`src/hw/rtl/status_led_and_power_hold_controller_core_defines.svh`:
```
// Assertion helpers shared by the controller RTL.
`ifndef STATUS_LED_AND_POWER_HOLD_CONTROLLER_CORE_DEFINES_SVH
`define STATUS_LED_AND_POWER_HOLD_CONTROLLER_CORE_DEFINES_SVH

`ifndef NO_ASSERTIONS

// prop must hold at every clock edge outside reset
`define SLPHC_ASSERT(lbl, clk, rst_n, prop, msg) \
    lbl: assert property (@(posedge clk) disable iff (!rst_n) prop) else $error(msg);

// cond must never be true outside reset
`define SLPHC_NEVER(lbl, clk, rst_n, cond, msg) \
    lbl: assert property (@(posedge clk) disable iff (!rst_n) !(cond)) else $error(msg);

`else

`define SLPHC_ASSERT(lbl, clk, rst_n, prop, msg)
`define SLPHC_NEVER(lbl, clk, rst_n, cond, msg)

`endif

`endif

```
`src/hw/rtl/slphc_pkg.sv`:
```
package slphc_pkg;

    localparam logic [1:0] OP_UPDATE         = 2'd0;
    localparam logic [1:0] OP_UNREAD_CHANGED = 2'd1;
    localparam logic [1:0] OP_UNREAD_CLEARED = 2'd2;
    localparam logic [1:0] OP_START_SEQ      = 2'd3;

    localparam int CFG_INDEX_BITS = 3;
    localparam int CFG_DATA_BITS  = 16;

    localparam logic [CFG_INDEX_BITS-1:0] CFG_HB_ON        = 3'd0;
    localparam logic [CFG_INDEX_BITS-1:0] CFG_HB_OFF       = 3'd1;
    localparam logic [CFG_INDEX_BITS-1:0] CFG_LEADUP_START = 3'd2;
    localparam logic [CFG_INDEX_BITS-1:0] CFG_LEADUP_INT   = 3'd3;
    localparam logic [CFG_INDEX_BITS-1:0] CFG_CONFIRM      = 3'd4;
    localparam logic [CFG_INDEX_BITS-1:0] CFG_TONE_COUNT   = 3'd5;

    localparam logic [15:0] RST_HB_ON        = 16'd10;
    localparam logic [15:0] RST_HB_OFF       = 16'd3000;
    localparam logic [15:0] RST_LEADUP_START = 16'd1000;
    localparam logic [15:0] RST_LEADUP_INT   = 16'd1000;
    localparam logic [15:0] RST_CONFIRM      = 16'd5000;
    localparam logic [2:0]  RST_TONE_COUNT   = 3'd3;

    // dark gap between sequence steps
    localparam logic [7:0] SEQ_OFF_MS = 8'd47;

    localparam logic [1:0] TONE_NONE = 2'd0;
    localparam logic [1:0] TONE_LAST = 2'd3;

    // packed so that now_ms sits in the lowest bits
    typedef struct packed {
        logic [1:0]  opcode;
        logic        button_pressed;
        logic [15:0] unread_count;
        logic        link_connected;
        logic [1:0]  sequence_id;
        logic [31:0] now_ms;
    } t_item;

    localparam int ITEM_DATA_BITS = 52;
    localparam int IN_TDATA_BITS  = 56;

    typedef struct packed {
        logic        shutdown_request;
        logic [1:0]  tone_request;
        logic        yellow_led;
        logic        blue_led;
    } t_result;

    localparam int RESULT_BITS    = 5;
    localparam int OUT_TDATA_BITS = 8;

    typedef struct packed {
        logic [15:0] heartbeat_on_time;
        logic [15:0] heartbeat_off_time;
        logic [15:0] leadup_start_time;
        logic [15:0] leadup_interval;
        logic [15:0] confirm_hold_time;
        logic [2:0]  leadup_tone_count;
    } t_cfg;

    // blink sequence ROM: length, color (1 blue, 0 yellow) and on time per step
    function automatic logic [1:0] seq_len(input logic [1:0] sel);
        logic [1:0] len;
        unique case (sel)
            2'd0, 2'd1: len = 2'd2;
            default:    len = 2'd3;
        endcase
        return len;
    endfunction

    function automatic logic seq_is_blue(input logic [1:0] sel, input logic [1:0] pos);
        logic b;
        unique case ({sel, pos})
            4'b00_01, 4'b01_00, 4'b10_01, 4'b10_10, 4'b11_00: b = 1'b1;
            default: b = 1'b0;
        endcase
        return b;
    endfunction

    function automatic logic [7:0] seq_on_ms(input logic [1:0] sel, input logic [1:0] pos);
        logic [7:0] ms;
        unique case ({sel, pos})
            4'b00_00, 4'b01_01, 4'b10_00, 4'b10_01, 4'b11_01, 4'b11_10: ms = 8'd94;
            4'b00_01, 4'b01_00, 4'b10_10, 4'b11_00:                     ms = 8'd188;
            default: ms = 8'd0;
        endcase
        return ms;
    endfunction

endpackage

```
`src/hw/rtl/slphc_engine.sv`:
```
module slphc_engine #(
    parameter int TIME_BITS = 32
) (
    input  logic              i_clk,
    input  logic              i_rst_n,
    input  logic              i_en,
    input  slphc_pkg::t_item  i_item,
    input  slphc_pkg::t_cfg   i_cfg,
    output slphc_pkg::t_result o_result
);

    localparam int EXT_BITS = (TIME_BITS > 32) ? TIME_BITS : 32;

    logic                 r_blue, r_yellow;
    logic                 r_beat_cleared, r_beat_lit;
    logic [TIME_BITS-1:0] r_beat_dl;
    logic                 r_seq_active, r_seq_lit;
    logic [1:0]           r_seq_sel, r_seq_pos;
    logic [TIME_BITS-1:0] r_seq_dl;
    logic                 r_held, r_confirmed;
    logic [2:0]           r_tone_step;
    logic [TIME_BITS-1:0] r_press_time, r_tone_dl;

    logic                 n_blue, n_yellow;
    logic                 n_beat_cleared, n_beat_lit;
    logic [TIME_BITS-1:0] n_beat_dl;
    logic                 n_seq_active, n_seq_lit;
    logic [1:0]           n_seq_sel, n_seq_pos;
    logic [TIME_BITS-1:0] n_seq_dl;
    logic                 n_held, n_confirmed;
    logic [2:0]           n_tone_step;
    logic [TIME_BITS-1:0] n_press_time, n_tone_dl;

    logic [EXT_BITS-1:0]  w_now_ext;
    logic [TIME_BITS-1:0] w_now;
    logic [TIME_BITS-1:0] w_held_time;
    logic [TIME_BITS-1:0] w_at_leadup_start, w_at_leadup_int, w_at_hb_on, w_at_hb_off;
    logic [TIME_BITS-1:0] w_at_seq_off, w_at_seq_on;
    logic [TIME_BITS-1:0] w_diff_tone, w_diff_seq, w_diff_beat;
    logic                 w_tone_due, w_seq_wait, w_beat_wait;
    logic                 w_step_blue;
    logic [1:0]           w_len;
    logic [1:0]           w_tone;
    logic                 w_shutdown;
    logic                 w_act;

    assign w_now_ext   = EXT_BITS'(i_item.now_ms);
    assign w_now       = w_now_ext[TIME_BITS-1:0];
    assign w_held_time = w_now - r_press_time;

    assign w_at_leadup_start = w_now + TIME_BITS'(i_cfg.leadup_start_time);
    assign w_at_leadup_int   = w_now + TIME_BITS'(i_cfg.leadup_interval);
    assign w_at_hb_on        = w_now + TIME_BITS'(i_cfg.heartbeat_on_time);
    assign w_at_hb_off       = w_now + TIME_BITS'(i_cfg.heartbeat_off_time);
    assign w_at_seq_off      = w_now + TIME_BITS'(slphc_pkg::SEQ_OFF_MS);
    assign w_at_seq_on       = w_now + TIME_BITS'(slphc_pkg::seq_on_ms(r_seq_sel, r_seq_pos));

    // wraparound compare: deadline reached when now - deadline is not negative
    assign w_diff_tone = w_now - r_tone_dl;
    assign w_diff_seq  = w_now - r_seq_dl;
    assign w_diff_beat = w_now - r_beat_dl;
    assign w_tone_due  = (r_tone_dl != '0) && !w_diff_tone[TIME_BITS-1];
    assign w_seq_wait  = (r_seq_dl != '0) && w_diff_seq[TIME_BITS-1];
    assign w_beat_wait = (r_beat_dl != '0) && w_diff_beat[TIME_BITS-1];

    assign w_len       = slphc_pkg::seq_len(r_seq_sel);
    assign w_step_blue = slphc_pkg::seq_is_blue(r_seq_sel, r_seq_pos);

    always_comb begin
        n_blue         = r_blue;
        n_yellow       = r_yellow;
        n_beat_cleared = r_beat_cleared;
        n_beat_lit     = r_beat_lit;
        n_beat_dl      = r_beat_dl;
        n_seq_active   = r_seq_active;
        n_seq_lit      = r_seq_lit;
        n_seq_sel      = r_seq_sel;
        n_seq_pos      = r_seq_pos;
        n_seq_dl       = r_seq_dl;
        n_held         = r_held;
        n_confirmed    = r_confirmed;
        n_tone_step    = r_tone_step;
        n_press_time   = r_press_time;
        n_tone_dl      = r_tone_dl;
        w_tone         = slphc_pkg::TONE_NONE;
        w_shutdown     = 1'b0;
        w_act          = 1'b0;

        unique case (i_item.opcode)
            slphc_pkg::OP_UPDATE: begin
                // power button long press
                if (i_item.button_pressed && !r_held) begin
                    n_held       = 1'b1;
                    n_confirmed  = 1'b0;
                    n_tone_step  = '0;
                    n_press_time = w_now;
                    n_tone_dl    = w_at_leadup_start;
                end else if (i_item.button_pressed) begin
                    if (r_tone_step < i_cfg.leadup_tone_count && w_tone_due) begin
                        w_tone      = (r_tone_step >= 3'd2) ? slphc_pkg::TONE_LAST
                                                            : 2'(r_tone_step + 3'd1);
                        n_tone_step = r_tone_step + 3'd1;
                        n_tone_dl   = w_at_leadup_int;
                    end
                    if (!r_confirmed && w_held_time >= TIME_BITS'(i_cfg.confirm_hold_time))
                        n_confirmed = 1'b1;
                end else if (r_held) begin
                    w_shutdown   = r_confirmed;
                    n_held       = 1'b0;
                    n_confirmed  = 1'b0;
                    n_tone_step  = '0;
                    n_press_time = '0;
                    n_tone_dl    = '0;
                end

                // blink sequence
                if (!w_shutdown && (r_seq_active || r_seq_lit)) begin
                    if (w_seq_wait) begin
                        w_act = 1'b1;
                    end else if (r_seq_lit) begin
                        w_act     = 1'b1;
                        n_blue    = 1'b0;
                        n_yellow  = 1'b0;
                        n_seq_lit = 1'b0;
                        if (r_seq_pos >= w_len) begin
                            n_seq_active = 1'b0;
                            n_seq_sel    = '0;
                            n_seq_pos    = '0;
                            n_seq_dl     = '0;
                            n_beat_dl    = w_at_hb_off;
                        end else begin
                            n_seq_dl = w_at_seq_off;
                        end
                    end else if (r_seq_pos >= w_len) begin
                        n_seq_active = 1'b0;
                        n_seq_sel    = '0;
                        n_seq_pos    = '0;
                        n_seq_dl     = '0;
                    end else begin
                        w_act     = 1'b1;
                        n_blue    = w_step_blue;
                        n_yellow  = !w_step_blue;
                        n_seq_dl  = w_at_seq_on;
                        n_seq_pos = r_seq_pos + 2'd1;
                        n_seq_lit = 1'b1;
                    end
                end

                // unread heartbeat, only when no sequence step was handled
                if (!w_shutdown && !w_act) begin
                    if (i_item.link_connected || i_item.unread_count == '0 || r_beat_cleared) begin
                        if (r_beat_lit) begin
                            n_blue     = 1'b0;
                            n_beat_lit = 1'b0;
                        end
                        n_beat_dl = '0;
                    end else if (!w_beat_wait) begin
                        if (r_beat_lit) begin
                            n_blue     = 1'b0;
                            n_beat_lit = 1'b0;
                            n_beat_dl  = w_at_hb_off;
                        end else begin
                            n_blue     = 1'b1;
                            n_beat_lit = 1'b1;
                            n_beat_dl  = w_at_hb_on;
                        end
                    end
                end
            end
            slphc_pkg::OP_UNREAD_CHANGED, slphc_pkg::OP_UNREAD_CLEARED: begin
                n_beat_cleared = (i_item.opcode == slphc_pkg::OP_UNREAD_CLEARED);
                n_beat_lit     = 1'b0;
                n_beat_dl      = '0;
                n_blue         = 1'b0;
            end
            slphc_pkg::OP_START_SEQ: begin
                n_beat_lit   = 1'b0;
                n_beat_dl    = '0;
                n_seq_lit    = 1'b0;
                n_seq_active = 1'b1;
                n_seq_sel    = i_item.sequence_id;
                n_seq_pos    = '0;
                n_seq_dl     = '0;
                n_blue       = 1'b0;
                n_yellow     = 1'b0;
            end
            default: ;
        endcase
    end

    always_ff @(posedge i_clk) begin
        if (!i_rst_n) begin
            r_blue         <= 1'b0;
            r_yellow       <= 1'b0;
            r_beat_cleared <= 1'b0;
            r_beat_lit     <= 1'b0;
            r_beat_dl      <= '0;
            r_seq_active   <= 1'b0;
            r_seq_lit      <= 1'b0;
            r_seq_sel      <= '0;
            r_seq_pos      <= '0;
            r_seq_dl       <= '0;
            r_held         <= 1'b0;
            r_confirmed    <= 1'b0;
            r_tone_step    <= '0;
            r_press_time   <= '0;
            r_tone_dl      <= '0;
        end else if (i_en) begin
            r_blue         <= n_blue;
            r_yellow       <= n_yellow;
            r_beat_cleared <= n_beat_cleared;
            r_beat_lit     <= n_beat_lit;
            r_beat_dl      <= n_beat_dl;
            r_seq_active   <= n_seq_active;
            r_seq_lit      <= n_seq_lit;
            r_seq_sel      <= n_seq_sel;
            r_seq_pos      <= n_seq_pos;
            r_seq_dl       <= n_seq_dl;
            r_held         <= n_held;
            r_confirmed    <= n_confirmed;
            r_tone_step    <= n_tone_step;
            r_press_time   <= n_press_time;
            r_tone_dl      <= n_tone_dl;
        end
    end

    assign o_result.blue_led         = n_blue;
    assign o_result.yellow_led       = n_yellow;
    assign o_result.tone_request     = w_tone;
    assign o_result.shutdown_request = w_shutdown;

endmodule

```
`src/hw/rtl/status_led_and_power_hold_controller_core.sv`:
```
// Pipeline: an accepted item is held in the input register, its result in the result register.
// Throughput: one item per cycle unless the output stalls; the input register refills while a result waits.
// Timing path: one TIME_BITS-wide add and wraparound compare per deadline into the state.
// Reset (synchronous, active low): LEDs off, all timers unscheduled, config to defaults,
// both pipeline registers empty.
`include "status_led_and_power_hold_controller_core_defines.svh"

module status_led_and_power_hold_controller_core #(
    parameter int TIME_BITS = 32
) (
    input  logic        i_clk,
    input  logic        i_rst_n,
    // tdata: now_ms[31:0], sequence_id[33:32], link_connected[34],
    //        unread_count[50:35], button_pressed[51], zero[55:52]
    input  logic        s_axis_tvalid,
    output logic        s_axis_tready,
    input  logic [55:0] s_axis_tdata,
    // tuser: opcode[1:0]
    input  logic [1:0]  s_axis_tuser,
    // tdata: blue_led[0], yellow_led[1], tone_request[3:2], shutdown_request[4], zero[7:5]
    output logic        m_axis_tvalid,
    input  logic        m_axis_tready,
    output logic [7:0]  m_axis_tdata,
    input  logic        i_cfg_we,
    input  logic [2:0]  i_cfg_index,
    input  logic [15:0] i_cfg_data
);

    slphc_pkg::t_cfg    r_cfg;
    slphc_pkg::t_item   r_in_item;
    logic               r_in_valid;
    slphc_pkg::t_result r_out_result;
    logic               r_out_valid;

    slphc_pkg::t_result w_result;
    logic               w_out_free;
    logic               w_fire;
    logic               w_in_accept;

    assign w_out_free    = !r_out_valid || m_axis_tready;
    assign w_fire        = r_in_valid && w_out_free;
    assign s_axis_tready = !r_in_valid || w_out_free;
    assign w_in_accept   = s_axis_tvalid && s_axis_tready;

    always_ff @(posedge i_clk) begin
        if (!i_rst_n) begin
            r_cfg.heartbeat_on_time  <= slphc_pkg::RST_HB_ON;
            r_cfg.heartbeat_off_time <= slphc_pkg::RST_HB_OFF;
            r_cfg.leadup_start_time  <= slphc_pkg::RST_LEADUP_START;
            r_cfg.leadup_interval    <= slphc_pkg::RST_LEADUP_INT;
            r_cfg.confirm_hold_time  <= slphc_pkg::RST_CONFIRM;
            r_cfg.leadup_tone_count  <= slphc_pkg::RST_TONE_COUNT;
        end else if (i_cfg_we) begin
            unique case (i_cfg_index)
                slphc_pkg::CFG_HB_ON:        r_cfg.heartbeat_on_time  <= i_cfg_data;
                slphc_pkg::CFG_HB_OFF:       r_cfg.heartbeat_off_time <= i_cfg_data;
                slphc_pkg::CFG_LEADUP_START: r_cfg.leadup_start_time  <= i_cfg_data;
                slphc_pkg::CFG_LEADUP_INT:   r_cfg.leadup_interval    <= i_cfg_data;
                slphc_pkg::CFG_CONFIRM:      r_cfg.confirm_hold_time  <= i_cfg_data;
                slphc_pkg::CFG_TONE_COUNT:   r_cfg.leadup_tone_count  <= i_cfg_data[2:0];
                default: ;
            endcase
        end
    end

    always_ff @(posedge i_clk) begin
        if (!i_rst_n) begin
            r_in_valid  <= 1'b0;
            r_out_valid <= 1'b0;
        end else begin
            if (s_axis_tready)
                r_in_valid <= s_axis_tvalid;
            if (w_out_free)
                r_out_valid <= w_fire;
        end
    end

    always_ff @(posedge i_clk) begin
        if (w_in_accept)
            r_in_item <= {s_axis_tuser, s_axis_tdata[slphc_pkg::ITEM_DATA_BITS-1:0]};
        if (w_fire)
            r_out_result <= w_result;
    end

    slphc_engine #(
        .TIME_BITS (TIME_BITS)
    ) u_engine (
        .i_clk    (i_clk),
        .i_rst_n  (i_rst_n),
        .i_en     (w_fire),
        .i_item   (r_in_item),
        .i_cfg    (r_cfg),
        .o_result (w_result)
    );

    assign m_axis_tvalid = r_out_valid;
    assign m_axis_tdata  = {(slphc_pkg::OUT_TDATA_BITS - slphc_pkg::RESULT_BITS)'(0), r_out_result};

    // a held item must not be dropped while the result side is stalled
    `SLPHC_ASSERT(a_in_hold, i_clk, i_rst_n, (r_in_valid && !w_fire) |=> r_in_valid, "input item lost while stalled")
    // every processed item produces a result in the next cycle
    `SLPHC_ASSERT(a_fire_out, i_clk, i_rst_n, w_fire |=> r_out_valid, "processed item produced no result")
    // a shutdown request only happens on release, never with a lead-up tone
    `SLPHC_NEVER(a_tone_shutdown, i_clk, i_rst_n, w_fire && w_result.shutdown_request && (w_result.tone_request != slphc_pkg::TONE_NONE), "tone and shutdown in one result")

endmodule
```
`config.mk`:
```
export PLATFORM = sky130hd
export DESIGN_NAME = status_led_and_power_hold_controller_core
export DESIGN_NICKNAME = d
export VERILOG_FILES = /design/src/hw/rtl/slphc_pkg.sv /design/src/hw/rtl/slphc_engine.sv /design/src/hw/rtl/status_led_and_power_hold_controller_core.sv
export VERILOG_INCLUDE_DIRS = /design/src /design/src/hw/rtl
export SDC_FILE = /design/constraint.sdc
export NUM_CORES = 1
export LEC_CHECK = 0
export ABC_CLOCK_PERIOD_IN_PS = 8500
export BUFFER_PORTS_ARGS = -buffer_cell sky130_fd_sc_hd__buf_2
export CORE_MARGIN = 2
export CORE_UTILIZATION = 45
export DETAILED_ROUTE_END_ITERATION = 16
export GPL_TIMING_DRIVEN = 0
export SYNTH_ARGS = -nofsm -noshare
export SYNTH_HDL_FRONTEND = slang
export SYNTH_SLANG_ARGS = --single-unit
```
`constraint.sdc`:
```
create_clock -name i_clk -period 8.5 [get_ports i_clk]
set_input_delay 0.85 -clock i_clk [delete_from_list [all_inputs] [get_ports i_clk]]
set_output_delay 0.85 -clock i_clk [all_outputs]
set_load 0.03 [all_outputs]
```
# Yosys cells after proc, flatten, opt, wreduce, memory -nomap -nowiden

Memory sizes are Yosys's and may differ from the RTL's.
Index checks and enable logic that the tools add are counted.

Add/subtract/negate cells: 12
Multipliers: 0
Divide/modulo/power cells: 0
Magnitude comparators: 4
Equality and inequality tests: 23
Shift-type cells: 0
Multiplexer cells: 79
Bitwise logic cells: 3
Reductions and logical operators: 53

Operator list:

| kind                                                            | number |
|---|---|
| 32-bit 2-to-1 mux                                               | 19 |
| 32-bit by 16-bit adder with 32-bit output                       | 4 |
| 32-bit one-hot mux with 2 select lines                          | 2 |
| 32-bit subtractor                                               | 4 |
| 32-bit nonzero test                                             | 3 |
| 1-bit 2-to-1 mux                                                | 39 |
| 32-bit by 6-bit adder with 32-bit output, second input constant | 1 |
| 32-bit by 8-bit adder with 32-bit output                        | 1 |
| 32-bit by 16-bit greater-or-equal comparator with 1-bit output  | 1 |
| 16-bit zero test                                                | 1 |
| 2-bit 2-to-1 mux                                                | 8 |
| 4-bit AND reduction                                             | 4 |
| 2-bit AND reduction                                             | 7 |
| 4-bit == test, second input constant                            | 3 |
| 3-bit 2-to-1 mux                                                | 4 |
| 1-bit logical AND                                               | 10 |
| 1-bit one-hot mux with 2 select lines                           | 5 |
| 5-bit AND reduction                                             | 2 |
| 1-bit zero test                                                 | 8 |
| 2-bit by 1-bit != test with 1-bit output, second input constant | 4 |
| 2-bit one-hot mux with 2 select lines                           | 2 |
| 3-bit by 2-bit == test with 1-bit output, second input constant | 2 |
| 3-bit == test, second input constant                            | 2 |
| 3-bit by 1-bit != test with 1-bit output, second input constant | 2 |
| 23 further kinds                                                | 36 |

Bits in registers: 287
Latch bits: 0
Memory bits (writable): 0
ROM bits: 112
Input port bits: 82
Output and inout port bits: 10
Word-level logic and storage cells: 208
Memories: 1

Memory list:

| memory          | words | width | rd ports | clocked after memory_dff | wr ports | line            | source |
|---|---|---|---|---|---|---|---|
| (no name shown) | 16    | 7     | 1        | 0                        | 0        | slphc_pkg.sv:84 | `unique case ({sel, pos})` |

# Logic depth before layout (Yosys ltp)

Gate-level depths: netlist of the first run.

Depth in word-level cells: 13
Mapped depth: 20
Depth with buffers taken out: 19

# Hierarchy

From an unflattened synthesis of the first run, not the netlist that was laid out.

Cell total of the unflattened synthesis: 2541
Area, all modules: 20971.4 µm²

By module, submodules not included:

| module                                    | instances | cells an instance | area an instance (µm²) |
|---|---|---|---|
| slphc_engine                              | 1         | 2163              | 15881.5 |
| status_led_and_power_hold_controller_core | 1         | 378               | 5089.9 |

# Worst setup path after synthesis of the first run

OpenSTA, ideal clock, no wires.

Path kind: reg2reg
From: register r_in_item[1] (netlist bit)
To: register u_engine.r_confirmed
Setup time: 0.129 ns
Arrival: 3.621 ns
Data required time: 8.371 ns
Setup slack: 4.750 ns
Cell stages (with the launch flop): 19
Buffers on the path: 0
Period minus slack after synthesis: 3.750 ns
Cells stage by stage: edfxtp_1 inv_1 fa_1 nor2b_1 o2111ai_1 nor2b_1 o21bai_1 a21oi_1 nand2_1 o21ai_0 xnor2_1 ha_1 nor2b_1 o21ai_0 o2111ai_1 a2111oi_0 nand4_1 nor4_1 a31oi_1

Cells in the longest elaborated chain, start to end: 5

RTL lines:

| item                                                           | line                                            | source |
|---|---|---|
| start: declaration                                             | status_led_and_power_hold_controller_core.sv:30 | `slphc_pkg::t_item r_in_item;` |
| start signal: assignment                                       | status_led_and_power_hold_controller_core.sv:80 | `r_in_item <= {s_axis_tuser, s_axis_tdata[slphc_pkg::ITEM_DATA_BITS-1:0]};` |
| 32-bit subtractor                                              | slphc_engine.sv:49                              | `assign w_held_time = w_now - r_press_time;` |
| 32-bit by 16-bit greater-or-equal comparator with 1-bit output | slphc_engine.sv:105                             | `if (!r_confirmed && w_held_time >= TIME_BITS'(i_cfg.confirm_hold_time))` |
| 1-bit logical AND                                              | slphc_engine.sv:105                             |  |
| 3-bit by 1-bit != test with 1-bit output (no source line)      | -                                               |  |
| 4-bit AND reduction (no source line)                           | -                                               |  |
| end signal: assignment                                         | slphc_engine.sv:220                             | `r_confirmed <= n_confirmed;` |
| end: declaration                                               | slphc_engine.sv:20                              | `logic r_held, r_confirmed;` |

Every way passes these cells.
A chain may end at the register's enable or synchronous reset.

# Final worst setup path of the first run

Ends and elaborated chain as after synthesis.

==> results of run 1 <==
## logic make-up (layout without fill, tap and decap cells)
logic type	Yosys count	in the layout	synth area share, %
flops	287	287	30.95
other cells	1	5	0.01832
compound gates	671	671	20.89
xor+xnor	148	148	6.331
mux	23	23	1.222
simple gates	904	904	20.42
buf+inv	307	456	5.952
fa+ha+maj	229	229	14.22
## worst max-delay path, cell delays in order, from the launching register on
cell,delay [ns]
sky130_fd_sc_hd__edfxtp_1,1.07
sky130_fd_sc_hd__inv_1,0.65
sky130_fd_sc_hd__fa_1,0.62
sky130_fd_sc_hd__nor2b_1,0.19
sky130_fd_sc_hd__o2111ai_1,0.15
sky130_fd_sc_hd__nor2b_1,0.19
sky130_fd_sc_hd__o21bai_1,0.12
sky130_fd_sc_hd__a21oi_1,0.11
sky130_fd_sc_hd__nand2_1,0.10
sky130_fd_sc_hd__o21ai_0,0.11
sky130_fd_sc_hd__xnor2_1,0.14
sky130_fd_sc_hd__ha_1,0.28
sky130_fd_sc_hd__nor2b_1,0.13
sky130_fd_sc_hd__o21ai_0,0.13
sky130_fd_sc_hd__o2111ai_1,0.19
sky130_fd_sc_hd__a2111oi_0,0.42
sky130_fd_sc_hd__nand4_1,0.14
sky130_fd_sc_hd__nor4_1,0.22
sky130_fd_sc_hd__a31oi_1,0.13
## layout by cell type, fill, tap and decap left out, types with 10 or more instances in the layout
cell                          n
sky130_fd_sc_hd__a211oi_1    38
sky130_fd_sc_hd__a21o_1      45
sky130_fd_sc_hd__a21oi_1    267
sky130_fd_sc_hd__a221o_1     10
sky130_fd_sc_hd__a221oi_1    23
sky130_fd_sc_hd__and2_1      13
sky130_fd_sc_hd__and3_1      15
sky130_fd_sc_hd__buf_2       93
sky130_fd_sc_hd__clkbuf_1    97
sky130_fd_sc_hd__clkbuf_16   36
sky130_fd_sc_hd__dfxtp_1    228
sky130_fd_sc_hd__edfxtp_1    59
sky130_fd_sc_hd__ha_1       223
sky130_fd_sc_hd__inv_1      193
sky130_fd_sc_hd__mux2i_1     16
sky130_fd_sc_hd__nand2_1    379
sky130_fd_sc_hd__nand2b_1    17
sky130_fd_sc_hd__nand3_1    125
sky130_fd_sc_hd__nand4_1     41
sky130_fd_sc_hd__nor2_1     155
sky130_fd_sc_hd__nor2b_1     24
sky130_fd_sc_hd__nor3_1      43
sky130_fd_sc_hd__nor4_1      41
sky130_fd_sc_hd__o211ai_1    16
sky130_fd_sc_hd__o21a_1      19
sky130_fd_sc_hd__o21ai_0    105
sky130_fd_sc_hd__o21bai_1    22
sky130_fd_sc_hd__o22ai_1     13
sky130_fd_sc_hd__o31ai_1     11
sky130_fd_sc_hd__or3_1       14
sky130_fd_sc_hd__xnor2_1     74
sky130_fd_sc_hd__xor2_1      74
## power by group
group	leakage, nW	switching [W]	total (W)	internal [W]
Sequential	2.42	0.0000714	0.00151	0.00143
Combinational	5.84	0.000415	0.000663	0.000248
Clock	0.590	0.000642	0.00158	0.000937
Total	8.85	0.00113	0.00375	0.00262
## layout make-up
type | instances | area share, %
timing repair buffer | 84 | 1.904
clock inverter | 18 | 0.9847
tap | 600 | 3.282
buffer | 114 | 2.161
antenna | 2 | 0.02188
multi-input combinational | 1978 | 56.52
clock buffer | 47 | 4.251
sequential | 287 | 27.70
inverter | 193 | 3.168
## routing by layer
| layer | track usage, % | vias to the layer above | part of all wire (%) |
|---|---|---|---|
| met1 | 40.85 | 9420 | 45 |
| met5 | 0 | - | 0.018 |
| met2 | 47.19 | 766 | 44 |
| met3 | 4.416 | 195 | 6.7 |
| met4 | 13.15 | 2 | 4.4 |
| li1 | - | 9411 | - |
## state kept, by name, indices dropped and copies added (netlist names)
name,count
u_engine.r_tone_step,3
r_in_valid,1
r_in_item,54
u_engine.r_seq_sel,2
u_engine.r_tone_dl,32
m_axis_tvalid,1
u_engine.r_beat_cleared,1
u_engine.r_seq_dl,32
u_engine.r_press_time,32
m_axis_tdata,5
u_engine.r_seq_active,1
u_engine.r_confirmed,1
u_engine.r_seq_pos,2
u_engine.r_seq_lit,1
r_cfg,83
u_engine.r_beat_lit,1
u_engine.r_blue,1
u_engine.r_held,1
u_engine.r_beat_dl,32
u_engine.r_yellow,1
## stage by stage
step / std cells / utilization (%) / hold slack (ns) / area (sq um)
finish: 3323 / 50.61 / 0.4463 / 22870
floorplan: 2572 / - / 0.4317 / 20480
global route: 3321 / 50.60 / 0.4321 / 22870
CTS: 3321 / 50.60 / 0.4267 / 22870
detailed placement: 3256 / 47.95 / 0.4454 / 21670
global placement: 3255 / 47.91 / 0.4407 / 21650
## how the worst max path moves through the flow
| stage | start | end | cells past startpoint |
|---|---|---|---|
| finish | r_in_item[1] | u_engine.r_confirmed | 18 |
| global route | r_in_item[1] | u_engine.r_confirmed | 18 |
| floorplan | r_in_item[1] | u_engine.r_confirmed | 18 |
| CTS | r_in_item[1] | u_engine.r_confirmed | 18 |
| detailed placement | r_in_item[1] | u_engine.r_confirmed | 18 |
| global placement | r_in_item[1] | u_engine.r_confirmed | 18 |
==> results.txt, run 1 <==
----------------------------------------------------
[CTS]
  Setup repair bufs after CTS ... 0
  Clk sink count ... 287
  Total clock buffers created by CTS ... 36
  Post-CTS clock slew at the launch and capture registers of the worst setup and hold paths ... about 0.060 ns
  Clock tree root driver cell ... sky130_fd_sc_hd__clkbuf_16
  Hold buffer count at cts ... 0
  H-tree lvl count ... 2
  Post_cts resized ... 0
  Clock latency on the worst-skew pair ... between 0.5 and 0.6 ns
  CTS tree ... built
  Number of buffers between clock root and the deepest sink ... 3

[STA]
  Worst setup margin ... about 3.2 ns
  Transition time at the pin with the least slew margin ... ~1.2 ns
  Achievable clock frequency ... 190.3 MHz
  Worst-case clock skew ... between 0.03 and 0.04 ns
  Relative slew slack ... between 20 and 25%
  Max-slew violation count ... 0
  RSZ-0062 raised after global routing ... no
  Final critical-path required period ... 5.255 ns
  Fin. Hold Viols ... 0
  Period utilisation layout ... between 60% and 70%
  TNS Setup ... 0 ns
  Final setup violating endpoints ... 0

[Run status]
  Outcome ... completed

[Floorplan]
  Placeable core region ... 45190 sq um
  Initial Util ... between 40% and 50%
  Die boundary height ... around 220 microns
  Row cnt ... between 70 and 80
  Top-level port count ... 92
  Chip width ... roughly 220 microns
  Die Footprint ... roughly 47000 sq um

[Worst setup path]
  Data required, critical path ... 8.93 ns
  Arrival time worst endpoint ... ~5.7 ns
  Startpoint type of the worst setup path ... flip-flop
  End of the worst register-to-register path ... u_engine.r_confirmed
  Highest net fanout along the worst path ... 16
  Crit path capture type ... flip-flop
  Setup slack of the worst register-to-register path ... between 3 and 4 ns
  R2R cell count ... 18
  Type of the setup path with the least slack ... flip-flop to flip-flop
  Reg-to-Reg Start ... r_in_item[1]

[Final layout]
  Share of layout cells above drive strength 1 ... approximately 7.4%
  Area added between synthesis and finish ... 11.71%
  Flip-flop and latch area ... 6336 sq um
  Filler cells ... about 4400
  Number of nets in the layout ... 3005
  Multi-input gate area ... 12930 sq um

[Drt]
  DRT iter0 DRCs ... about 1800
  Number of vias after detailed routing ... 19790
  DRC Markers ... 0
  DR pass1 iterations ... 6
  Drt total wl ... 71.46 mm
  DR WL/cell ... approximately 22 microns
  Final ANT Viol Nets ... 0
  Via/cell ratio ... a little under 6

[Synth]
  Yosys top cell area share ... 22.29%
  Average size of a mapped cell ... approximately 8.0 sq um
  Number of distinct library cells after synthesis ... 92
  Number of flops mapped to enable cells by yosys ... 59
  Share of flip-flops with an asynchronous set or reset ... 0%
  Top cell type by total area after synthesis ... sky130_fd_sc_hd__dfxtp_1
  Yosys warns ... 0
  Main flop type after synthesis ... sky130_fd_sc_hd__dfxtp_1
  Yosys reg bits ... 287
  Cells taking the most area after synthesis ... sky130_fd_sc_hd__dfxtp_1 22%, sky130_fd_sc_hd__ha_1 14%, sky130_fd_sc_hd__edfxtp_1 8.7%, sky130_fd_sc_hd__nand2_1 6.9%, sky130_fd_sc_hd__a21oi_1 6.5%
  Mapped cell area ... ~20000 sq um
  Sequential element share of the synthesized area ... between 30 and 40%
  Ranking of synthesized cells by instance count ... 379 x sky130_fd_sc_hd__nand2_1, 267 x sky130_fd_sc_hd__a21oi_1, 228 x sky130_fd_sc_hd__dfxtp_1
  Number of standard cells after synthesis ... between 2000 and 3000
  Most common cell in the netlist ... sky130_fd_sc_hd__nand2_1

[Place]
  Number of I/O port buffers ... 83
  Worst slack at placement ... between 3 and 4 ns
  Half-perimeter wire length after placement ... between 50 and 60 mm
  Routability-driven placement congestion ratio ... about 0.95

[GRT]
  Overflow left after global routing ... 0
  Initial antenna violation count ... 2
  Pin count of the biggest net entering global routing ... 33
  Tot GR Track Use ... between 30% and 40%
  Number of global-route vias before repair ... approximately 19000
  Wire length of the first global-routing pass ... approximately 110 mm

[Power and ir drop]
  LEAKAGE ... between 8 and 9 nW
  Cell area power density ... ~160 nW/um^2
  Max rail drop VDD ... 124.7 uV
  Tot Pwr ... approximately 0.0037 W

[Hold path]
  Min-Delay Path Depth ... 1
  Class of the tightest hold or removal check ... input pin to flip-flop
  Startpoint of the lowest-slack hold path ... s_axis_tdata[51]
  Destination of the worst hold path ... r_in_item[51]

[Run]
  Max Cap Viol ... 0

----------------------------------------------------
Power figures use the tool's default switching activity.
==> run 2: changes to the inputs <==
ABC_AREA = 1   (was not set)
ABC_CLOCK_PERIOD_IN_PS = 5500   (was 8500)
clock period = 5.5 ns   (was 8.5 ns; I/O delays follow)
==> run 2 against run 1 <==
  * Final cell count rose by 28%
  * Routed wire length up 27%
  * Die area increased by 10%
  * Synthesized area up 11%
  * Clock power up 63%
  * Non-clock buffer count rose by 6
  * Sequential share of layout area down 2.6 points
  * Flip-flop and latch count stayed put
  * The flow now finishes with violations (capacitance limit, slew limit)
==> results.txt, run 2 <==
----------------------------------------------------
[Run status]
  Outcome ... finished with violations (was completed)
  Violations in the final reports ... capacitance limit, slew limit

[CTS]
  Hold buffer count at cts ... 0 (unchanged)
  Clk sink count ... 287 (unchanged)
  Total clock buffers created by CTS ... 35 (was 36)
  H-tree lvl count ... 2 (unchanged)
  Clock tree root driver cell ... sky130_fd_sc_hd__clkbuf_16 (unchanged)
  Clock latency on the worst-skew pair ... 0.57 ns (was 0.58 ns)
  Number of buffers between clock root and the deepest sink ... 3 (unchanged)
  CTS tree ... built (unchanged)
  Post-CTS clock slew at the launch and capture registers of the worst setup and hold paths ... 0.07 ns (was 0.06 ns)

[Drt]
  DR WL/cell ... 21.29 microns (was 21.50 microns)
  Via/cell ratio ... 5.678 (was 5.957)
  Final ANT Viol Nets ... 0 (unchanged)
  DRT iter0 DRCs ... 2054 (was 1849)
  Drt total wl ... 90.77 mm (was 71.46 mm)
  DR pass1 iterations ... 6 (unchanged)
  Number of vias after detailed routing ... 24210 (was 19790)
  DRC Markers ... 0 (unchanged)

[GRT]
  Tot GR Track Use ... 34.13% (was 30.00%)
  Overflow left after global routing ... 0 (unchanged)
  Initial antenna violation count ... 0 (was 2)
  Pin count of the biggest net entering global routing ... 45 (was 33)
  Number of global-route vias before repair ... 22660 (was 18900)
  Wire length of the first global-routing pass ... 135.4 mm (was 108.4 mm)

[Synth]
  Number of standard cells after synthesis ... 3437 (was 2570)
  Mapped cell area ... 22660 sq um (was 20470 sq um)
  Number of flops mapped to enable cells by yosys ... 59 (unchanged)
  Most common cell in the netlist ... sky130_fd_sc_hd__nand2_1 (unchanged)
  Cells taking the most area after synthesis ... sky130_fd_sc_hd__dfxtp_1 20%, sky130_fd_sc_hd__nand2_1 14%, sky130_fd_sc_hd__ha_1 12%, sky130_fd_sc_hd__edfxtp_1 7.8%, sky130_fd_sc_hd__a21oi_1 7.5% (was sky130_fd_sc_hd__dfxtp_1 22%, sky130_fd_sc_hd__ha_1 14%, sky130_fd_sc_hd__edfxtp_1 8.7%, sky130_fd_sc_hd__nand2_1 6.9%, sky130_fd_sc_hd__a21oi_1 6.5%)
  Average size of a mapped cell ... 6.594 sq um (was 7.966 sq um)
  Yosys reg bits ... 287 (unchanged)
  Ranking of synthesized cells by instance count ... 839 x sky130_fd_sc_hd__nand2_1, 400 x sky130_fd_sc_hd__nor2_1, 396 x sky130_fd_sc_hd__inv_1 (was 379 x sky130_fd_sc_hd__nand2_1, 267 x sky130_fd_sc_hd__a21oi_1, 228 x sky130_fd_sc_hd__dfxtp_1)
  Main flop type after synthesis ... sky130_fd_sc_hd__dfxtp_1 (unchanged)
  Number of distinct library cells after synthesis ... 59 (was 92)
  Share of flip-flops with an asynchronous set or reset ... 0% (unchanged)
  Top cell type by total area after synthesis ... sky130_fd_sc_hd__dfxtp_1 (unchanged)
  Yosys top cell area share ... 20.14% (was 22.29%)
  Sequential element share of the synthesized area ... 27.96% (was 30.95%)
  Yosys warns ... 0 (unchanged)

[Place]
  Number of I/O port buffers ... 84 (was 83)
  Half-perimeter wire length after placement ... 68.78 mm (was 54.33 mm)
  Routability-driven placement congestion ratio ... 0.9610 (was 0.9450)

[Floorplan]
  Placeable core region ... 49970 sq um (was 45190 sq um)
  Chip width ... 228.4 microns (was 217.3 microns)
  Top-level port count ... 92 (unchanged)
  Die Footprint ... 52180 sq um (was 47220 sq um)
  Die boundary height ... 228.4 microns (was 217.3 microns)
  Initial Util ... 45.36% (was 45.31%)
  Row cnt ... 82 (was 78)

[STA]
  Max-slew violation count ... 15 (was 0)
  Worst slack on hold paths ... 0.1561 ns (was 0.4463 ns)
  Worst-case clock skew ... 0.02845 ns (was 0.03426 ns)
  Fin. Hold Viols ... 0 (unchanged)
  RSZ-0062 raised after global routing ... no (unchanged)
  Relative slew slack ... -2.487% (was 22.36%)
  Achievable clock frequency ... 193.3 MHz (was 190.3 MHz)
  Transition time at the pin with the least slew margin ... 1.537 ns (was 1.165 ns)
  Final setup violating endpoints ... 0 (unchanged)
  TNS Setup ... 0 ns (unchanged)
  Period utilisation layout ... 94.06% (was 61.83%)
  Final critical-path required period ... 5.173 ns (was 5.255 ns)

[Power and ir drop]
  Comb pwr share ... 22.6% (was 17.7%)
  LEAKAGE ... 11.30 nW (was 8.853 nW)
  Portion of total power attributed to sequential cells ... 37.1% (was 40.2%)
  Max rail drop VDD ... 314.0 uV (was 124.7 uV)
  Cell area power density ... 253.2 nW/um^2 (was 163.8 nW/um^2)
  Net switching component of the power ... 0.002097 W (was 0.001128 W)
  Net switching fraction of the power ... 32.75% (was 30.10%)
  Tot Pwr ... 0.006403 W (was 0.003747 W)
  Clock network fraction of design power ... 40.3% (was 42.1%)
  Internal power of the cells ... 0.004306 W (was 0.002619 W)

[Final layout]
  Area added between synthesis and finish ... 11.55% (was 11.71%)
  Biggest regs ... r_cfg: 83 flops, r_in_item: 54 flops (unchanged)
  Share of layout cells above drive strength 1 ... 6.264% (was 7.350%)
  Most frequent cells in the layout ... 839 x sky130_fd_sc_hd__nand2_1, 400 x sky130_fd_sc_hd__nor2_1, 395 x sky130_fd_sc_hd__inv_1 (was 379 x sky130_fd_sc_hd__nand2_1, 267 x sky130_fd_sc_hd__a21oi_1, 228 x sky130_fd_sc_hd__dfxtp_1)
  Number of nets in the layout ... 3877 (was 3005)
  Diodes inserted ... 0 (was 2)
  Most common library cell in the layout ignoring fill and taps ... sky130_fd_sc_hd__nand2_1 (unchanged)
  Flip-flop count of the largest register, all copies and words added ... 83 (unchanged)
  Largest Register ... r_cfg (unchanged)

[Worst setup path]
  Type of the setup path with the least slack ... flip-flop to flip-flop (unchanged)
  Gate family responsible for the most delay along the worst path ... simple AND/OR/NAND/NOR gates (was compound AO/OA/AOI/OAI gates)
  Combined buffer and inverter count along the critical path ... 3 (was 1)
  Highest net fanout along the worst path ... 7 (was 16)
  Arrival time worst endpoint ... 5.59 ns (was 5.68 ns)
  Startpoint type of the worst setup path ... flip-flop (unchanged)
  Crit-path max cell delay ... 0.94 ns (was 1.07 ns)
  Critical-path top delay cell ... sky130_fd_sc_hd__edfxtp_1 (unchanged)
  Crit path capture type ... flip-flop (unchanged)
  Series of cell instances along the critical path ... inv_2, ha_1, fa_1, inv_1, nand3_1, nand2_1, nand2_1, nand2_1, nand3_1, nand2_1, xor2_1, ha_1, nand2_1, inv_1, nand2_1, nand3_1, a31oi_1, o21ai_0, nor2_1, nand3b_1, nor2_1, nand4_1, nand2_1, a21oi_1 (was inv_1, fa_1, nor2b_1, o2111ai_1, nor2b_1, o21bai_1, a21oi_1, nand2_1, o21ai_0, xnor2_1, ha_1, nor2b_1, o21ai_0, o2111ai_1, a2111oi_0, nand4_1, nor4_1, a31oi_1)
  Most used cell, CP ... sky130_fd_sc_hd__nand2_1 (was sky130_fd_sc_hd__nor2b_1)
  Data required, critical path ... 5.91 ns (was 8.93 ns)

[Hold path]
  Class of the tightest hold or removal check ... input pin to flip-flop (unchanged)

[Run]
  Max Cap Viol ... 1 (was 0)

----------------------------------------------------
run 2: stage by stage:
stage          instances  setup slack (ns)  utilization [%]  cell area (sq um)
6_report            4264            0.3269            50.60              25280
5_1_grt             4264            0.1792            50.60              25280
2_1_floorplan       3439             2.293                -              22670
4_1_cts             4259            0.1398            50.50              25230
3_3_place_gp        4195            0.1746            47.90              23930
3_5_place_dp        4196            0.1539            47.94              23950
run 2: final cells by class:
type,instances,area [sq um]
plain buffers,114,494.2
repair buffers,90,490.5
inverters,411,1543
clock inverters,11,162.7
flip-flops and latches,287,6336
multi-input cells,2627,14300
well taps,672,840.8
fillers,5191,24680
clock buffers,52,1116
run 2: what timing repair did:
action,4_1_cts,5_1_grt
setup buffers,0,5
setup endpoints to repair,0,1
gates resized for setup,0,0
run 2: logic make-up after synthesis:
family | synth area share [%]
flops | 27.96
xor+xnor | 3.594
compound gates | 17.89
fa+ha+maj | 12.84
simple gates | 28.71
buf+inv | 8.988
other cells | 0.01655
run 2: per-layer routing:
| layer | part of all wire [%] | GRT usage, % | up-vias |
|---|---|---|---|
| met1 | 43 | 45.97 | 11310 |
| met5 | 0 | 0 | - |
| met2 | 42 | 52.16 | 993 |
| met4 | 5.7 | 17.95 | 0 |
| li1 | - | - | 11690 |
| met3 | 8.8 | 6.075 | 222 |
run 2: worst paths after layout:
| path | startpoint | endpoint | cells after the start | slack [ns] |
|---|---|---|---|---|
| hold reg to reg | u_engine.r_seq_dl[3] | u_engine.r_seq_dl[3] | 2 | 0.46 |
| setup reg to reg | r_in_item[0] | u_engine.r_confirmed | 24 | 0.33 |
| hold / removal | s_axis_tdata[33] | r_in_item[33] | 1 | 0.16 |
| setup / recovery | r_in_item[0] | u_engine.r_confirmed | 24 | 0.33 |
run 2: worst register-to-register path: stages, from the launching register on:
cell and delay, ns:
sky130_fd_sc_hd__edfxtp_1 0.94, sky130_fd_sc_hd__inv_2 0.42, sky130_fd_sc_hd__ha_1 0.37, sky130_fd_sc_hd__fa_1 0.40
sky130_fd_sc_hd__inv_1 0.07, sky130_fd_sc_hd__nand3_1 0.06, sky130_fd_sc_hd__nand2_1 0.19, sky130_fd_sc_hd__nand2_1 0.07
sky130_fd_sc_hd__nand2_1 0.14, sky130_fd_sc_hd__nand3_1 0.09, sky130_fd_sc_hd__nand2_1 0.15, sky130_fd_sc_hd__xor2_1 0.27
sky130_fd_sc_hd__ha_1 0.29, sky130_fd_sc_hd__nand2_1 0.09, sky130_fd_sc_hd__inv_1 0.05, sky130_fd_sc_hd__nand2_1 0.05
sky130_fd_sc_hd__nand3_1 0.06, sky130_fd_sc_hd__a31oi_1 0.32, sky130_fd_sc_hd__o21ai_0 0.17, sky130_fd_sc_hd__nor2_1 0.14
sky130_fd_sc_hd__nand3b_1 0.10, sky130_fd_sc_hd__nor2_1 0.17, sky130_fd_sc_hd__nand4_1 0.22, sky130_fd_sc_hd__nand2_1 0.11
sky130_fd_sc_hd__a21oi_1 0.06
run 2: power groups by stage:
stage                     Sequential, W  Combinational [W]  Clock, W
final                           0.00237            0.00145   0.00258
after global routing            0.00238            0.00161   0.00269
after floorplan                 0.00233           0.000974         0
after detailed placement        0.00242            0.00141         0
after CTS                       0.00237            0.00141   0.00261
after global placement          0.00242            0.00138         0
==> run 3: changes to the inputs <==
ABC_CLOCK_PERIOD_IN_PS = 5800   (was 5500)
CTS_CLUSTER_SIZE = 20   (was not set)
clock period = 5.8 ns   (was 5.5 ns; I/O delays follow)
==> run 3 against run 2 <==
  * The run still ends with capacitance limit, slew limit left
  * Highest routed layer unchanged
  * Global-route usage stayed put
  * Via count rose by 0.14%
  * Worst hold slack gained 0.033 ns
  * Critical path type unchanged
  * First-iteration DRC count up 7.9%
  * Routed wire length about the same
  * Utilization fell by 0.10 points
  * Critical path depth fell by 1
  * Critical endpoint unchanged
  * Sequential share of layout area barely moved
==> results.txt, run 3 (synthesized netlist as in run 2, its figures left out) <==
----------------------------------------------------
[CTS]
  Post_cts resized ... 0 (unchanged)
  CTS tree ... built (unchanged)
  Clock tree root driver cell ... sky130_fd_sc_hd__clkbuf_16 (unchanged)
  Clk sink count ... 287 (unchanged)
  Total clock buffers created by CTS ... 35 (unchanged)
  Number of buffers between clock root and the deepest sink ... 3 (unchanged)
  Post-CTS clock slew at the launch and capture registers of the worst setup and hold paths ... 0.07 ns (about the same)
  Setup repair bufs after CTS ... 0 (unchanged)
  Clock latency on the worst-skew pair ... 0.56 ns (was 0.57 ns)
  Hold buffer count at cts ... 0 (unchanged)
  H-tree lvl count ... 2 (unchanged)

[GRT]
  Pin count of the biggest net entering global routing ... 45 (unchanged)
  Initial antenna violation count ... 0 (unchanged)
  Number of global-route vias before repair ... 22660 (unchanged)
  Overflow left after global routing ... 0 (unchanged)
  Wire length of the first global-routing pass ... 135.4 mm (unchanged)
  Tot GR Track Use ... 34.13% (unchanged)

[Floorplan]
  Die Footprint ... 52180 sq um (unchanged)
  Initial Util ... 45.36% (unchanged)
  Chip width ... 228.4 microns (unchanged)
  Die boundary height ... 228.4 microns (unchanged)
  Row cnt ... 82 (unchanged)
  Placeable core region ... 49970 sq um (unchanged)
  Top-level port count ... 92 (unchanged)

[STA]
  RSZ-0062 raised after global routing ... no (unchanged)
  Achievable clock frequency ... 184.6 MHz (was 193.3 MHz)
  Worst slack on hold paths ... 0.1887 ns (was 0.1561 ns)
  Transition time at the pin with the least slew margin ... 1.578 ns (was 1.537 ns)
  Fin. Hold Viols ... 0 (unchanged)
  TNS Setup ... 0 ns (unchanged)
  Final critical-path required period ... 5.416 ns (was 5.173 ns)
  Final setup violating endpoints ... 0 (unchanged)
  Max-slew violation count ... 15 (unchanged)
  Worst-case clock skew ... 0.02840 ns (was 0.02845 ns)
  Relative slew slack ... -5.217% (was -2.487%)
  Period utilisation layout ... 93.38% (was 94.06%)

[Worst setup path]
  R2R cell count ... 23 (was 24)
  Most used cell, CP ... sky130_fd_sc_hd__nand2_1 (unchanged)
  Crit path capture type ... flip-flop (unchanged)
  Type of the setup path with the least slack ... flip-flop to flip-flop (unchanged)
  Reg-to-Reg Start ... r_in_item[1] (was r_in_item[0])
  Arrival time worst endpoint ... 5.83 ns (was 5.59 ns)
  Data required, critical path ... 6.21 ns (was 5.91 ns)
  Highest net fanout along the worst path ... 15 (was 7)
  Startpoint type of the worst setup path ... flip-flop (unchanged)
  Setup slack of the worst register-to-register path ... 0.38 ns (was 0.33 ns)
  Critical-path top delay cell ... sky130_fd_sc_hd__edfxtp_1 (unchanged)
  End of the worst register-to-register path ... u_engine.r_confirmed (unchanged)
  Crit-path max cell delay ... 1.22 ns (was 0.94 ns)
  Series of cell instances along the critical path ... inv_1, fa_1, inv_1, nand3_1, nand2_1, nand2_1, nand2_1, nand3_1, nand2_1, xor2_1, ha_1, nand2_1, inv_1, nand2_1, nand3_1, a31oi_1, o21ai_0, nor2_1, nand3b_1, nor2_1, nand4_1, nand2_1, a21oi_1 (was inv_2, ha_1, fa_1, inv_1, nand3_1, nand2_1, nand2_1, nand2_1, nand3_1, nand2_1, xor2_1, ha_1, nand2_1, inv_1, nand2_1, nand3_1, a31oi_1, o21ai_0, nor2_1, nand3b_1, nor2_1, nand4_1, nand2_1, a21oi_1)

[Drt]
  Via/cell ratio ... 5.692 (was 5.678)
  Number of vias after detailed routing ... 24240 (was 24210)
  DR WL/cell ... 21.33 microns (was 21.29 microns)
  DRT iter0 DRCs ... 2216 (was 2054)
  DR pass1 iterations ... 6 (unchanged)
  DRC Markers ... 0 (unchanged)
  Final ANT Viol Nets ... 0 (unchanged)
  Drt total wl ... 90.84 mm (was 90.77 mm)

[Run status]
  Violations in the final reports ... capacitance limit, slew limit (unchanged)
  Outcome ... finished with violations (unchanged)

[Final layout]
  Most frequent cells in the layout ... 839 x sky130_fd_sc_hd__nand2_1, 400 x sky130_fd_sc_hd__nor2_1, 395 x sky130_fd_sc_hd__inv_1 (unchanged)
  Flip-flop and latch area ... 6336 sq um (unchanged)
  Filler cells ... 5193 (was 5191)
  Diodes inserted ... 0 (unchanged)
  Multi-input gate area ... 14300 sq um (unchanged)
  Core Util, Final ... 50.50% (was 50.60%)
  Flip-flop count of the largest register, all copies and words added ... 83 (unchanged)
  Number of nets in the layout ... 3872 (was 3877)
  Largest Register ... r_cfg (unchanged)
  Share of layout cells above drive strength 1 ... 6.133% (was 6.264%)
  Most common library cell in the layout ignoring fill and taps ... sky130_fd_sc_hd__nand2_1 (unchanged)
  Area added between synthesis and finish ... 11.33% (was 11.55%)
  Biggest regs ... r_cfg: 83 flops, r_in_item: 54 flops (unchanged)

[Hold path]
  Startpoint of the lowest-slack hold path ... s_axis_tdata[33] (unchanged)
  Class of the tightest hold or removal check ... input pin to flip-flop (unchanged)
  Min-Delay Path Depth ... 1 (unchanged)
  Destination of the worst hold path ... r_in_item[33] (unchanged)

[Power and ir drop]
  LEAKAGE ... 11.27 nW (was 11.30 nW)
  Cell area power density ... 240.6 nW/um^2 (was 253.2 nW/um^2)
  Max rail drop VDD ... 297.7 uV (was 314.0 uV)

[Place]
  Routability-driven placement congestion ratio ... 0.9610 (unchanged)
  Half-perimeter wire length after placement ... 68.78 mm (unchanged)
  Number of I/O port buffers ... 84 (unchanged)

[Run]
  Max Cap Viol ... 2 (was 1)

----------------------------------------------------
==> run 3: changes by cell type in the layout (fill, tap and decap cells not counted), sizes merged <==
cell / before / now
buf: 131 / 126
==> run 3: worst max path at each step <==
| stage | slack, ns | startpoint | to |
|---|---|---|---|
| 2_1_floorplan | 2.59 | r_in_item[1] | u_engine.r_confirmed |
| 3_3_place_gp | 0.47 | r_in_item[1] | u_engine.r_confirmed |
| 3_5_place_dp | 0.45 | r_in_item[1] | u_engine.r_confirmed |
| 4_1_cts | 0.44 | r_in_item[1] | u_engine.r_confirmed |
| 5_1_grt | 0.008 | r_in_item[1] | u_engine.r_confirmed |
| 6_report | 0.38 | r_in_item[1] | u_engine.r_confirmed |
==> run 3: layout make-up <==
cell class,instances,area share [%]
inverters,411,6.114
plain buffers,114,1.959
multi-input cells,2627,56.67
well taps,672,3.332
flip-flops and latches,287,25.11
clock buffers,52,4.423
clock inverters,11,0.6446
repair buffers,85,1.746
==> run 3: where the power goes <==
| part | internal (W) | leakage (nW) | switching [W] |
|---|---|---|---|
| logic | 0.000450 | 8.23 | 0.000916 |
| clock network | 0.00151 | 0.624 | 0.000934 |
| registers | 0.00212 | 2.42 | 0.000140 |
| total | 0.00408 | 11.3 | 0.00199 |
==> run 3: per-stage QoR <==
step / std cells / total power [W] / instance area (sq um) / setup WS (ns)
floorplan: 3439 / 0.003136 / 22670 / 2.593
detailed placement: 4196 / 0.003627 / 23950 / 0.4539
CTS: 4259 / 0.006063 / 25230 / 0.4398
global route: 4259 / 0.006320 / 25230 / 0.008026
global placement: 4195 / 0.003601 / 23930 / 0.4746
finish: 4259 / 0.006070 / 25230 / 0.3841
==> run 3: routing by layer <==
layer  share of wire (%)  vias to the layer above  global-route usage, %  routed length [microns]
li1                    -                    11680                      -                        -
met1                  43                    11380                  45.97                    39350
met2                  42                      977                  52.16                    38510
met3                 8.8                      217                  6.075                     7949
met4                 5.5                        0                  17.95                     5032
met5                   0                        -                      0                        0
==> run 3: worst max-delay path, delay by kind of cell, from the launching register on <==
family | cells | cell delay, ns
AOI/OAI and AO/OA | 3 | 0.53
xor gates and xnor gates | 1 | 0.26
adders and majority gates | 2 | 0.88
buffers and inverters | 3 | 0.69
DFF | 1 | 1.22
and+or+nand+nor | 14 | 1.64
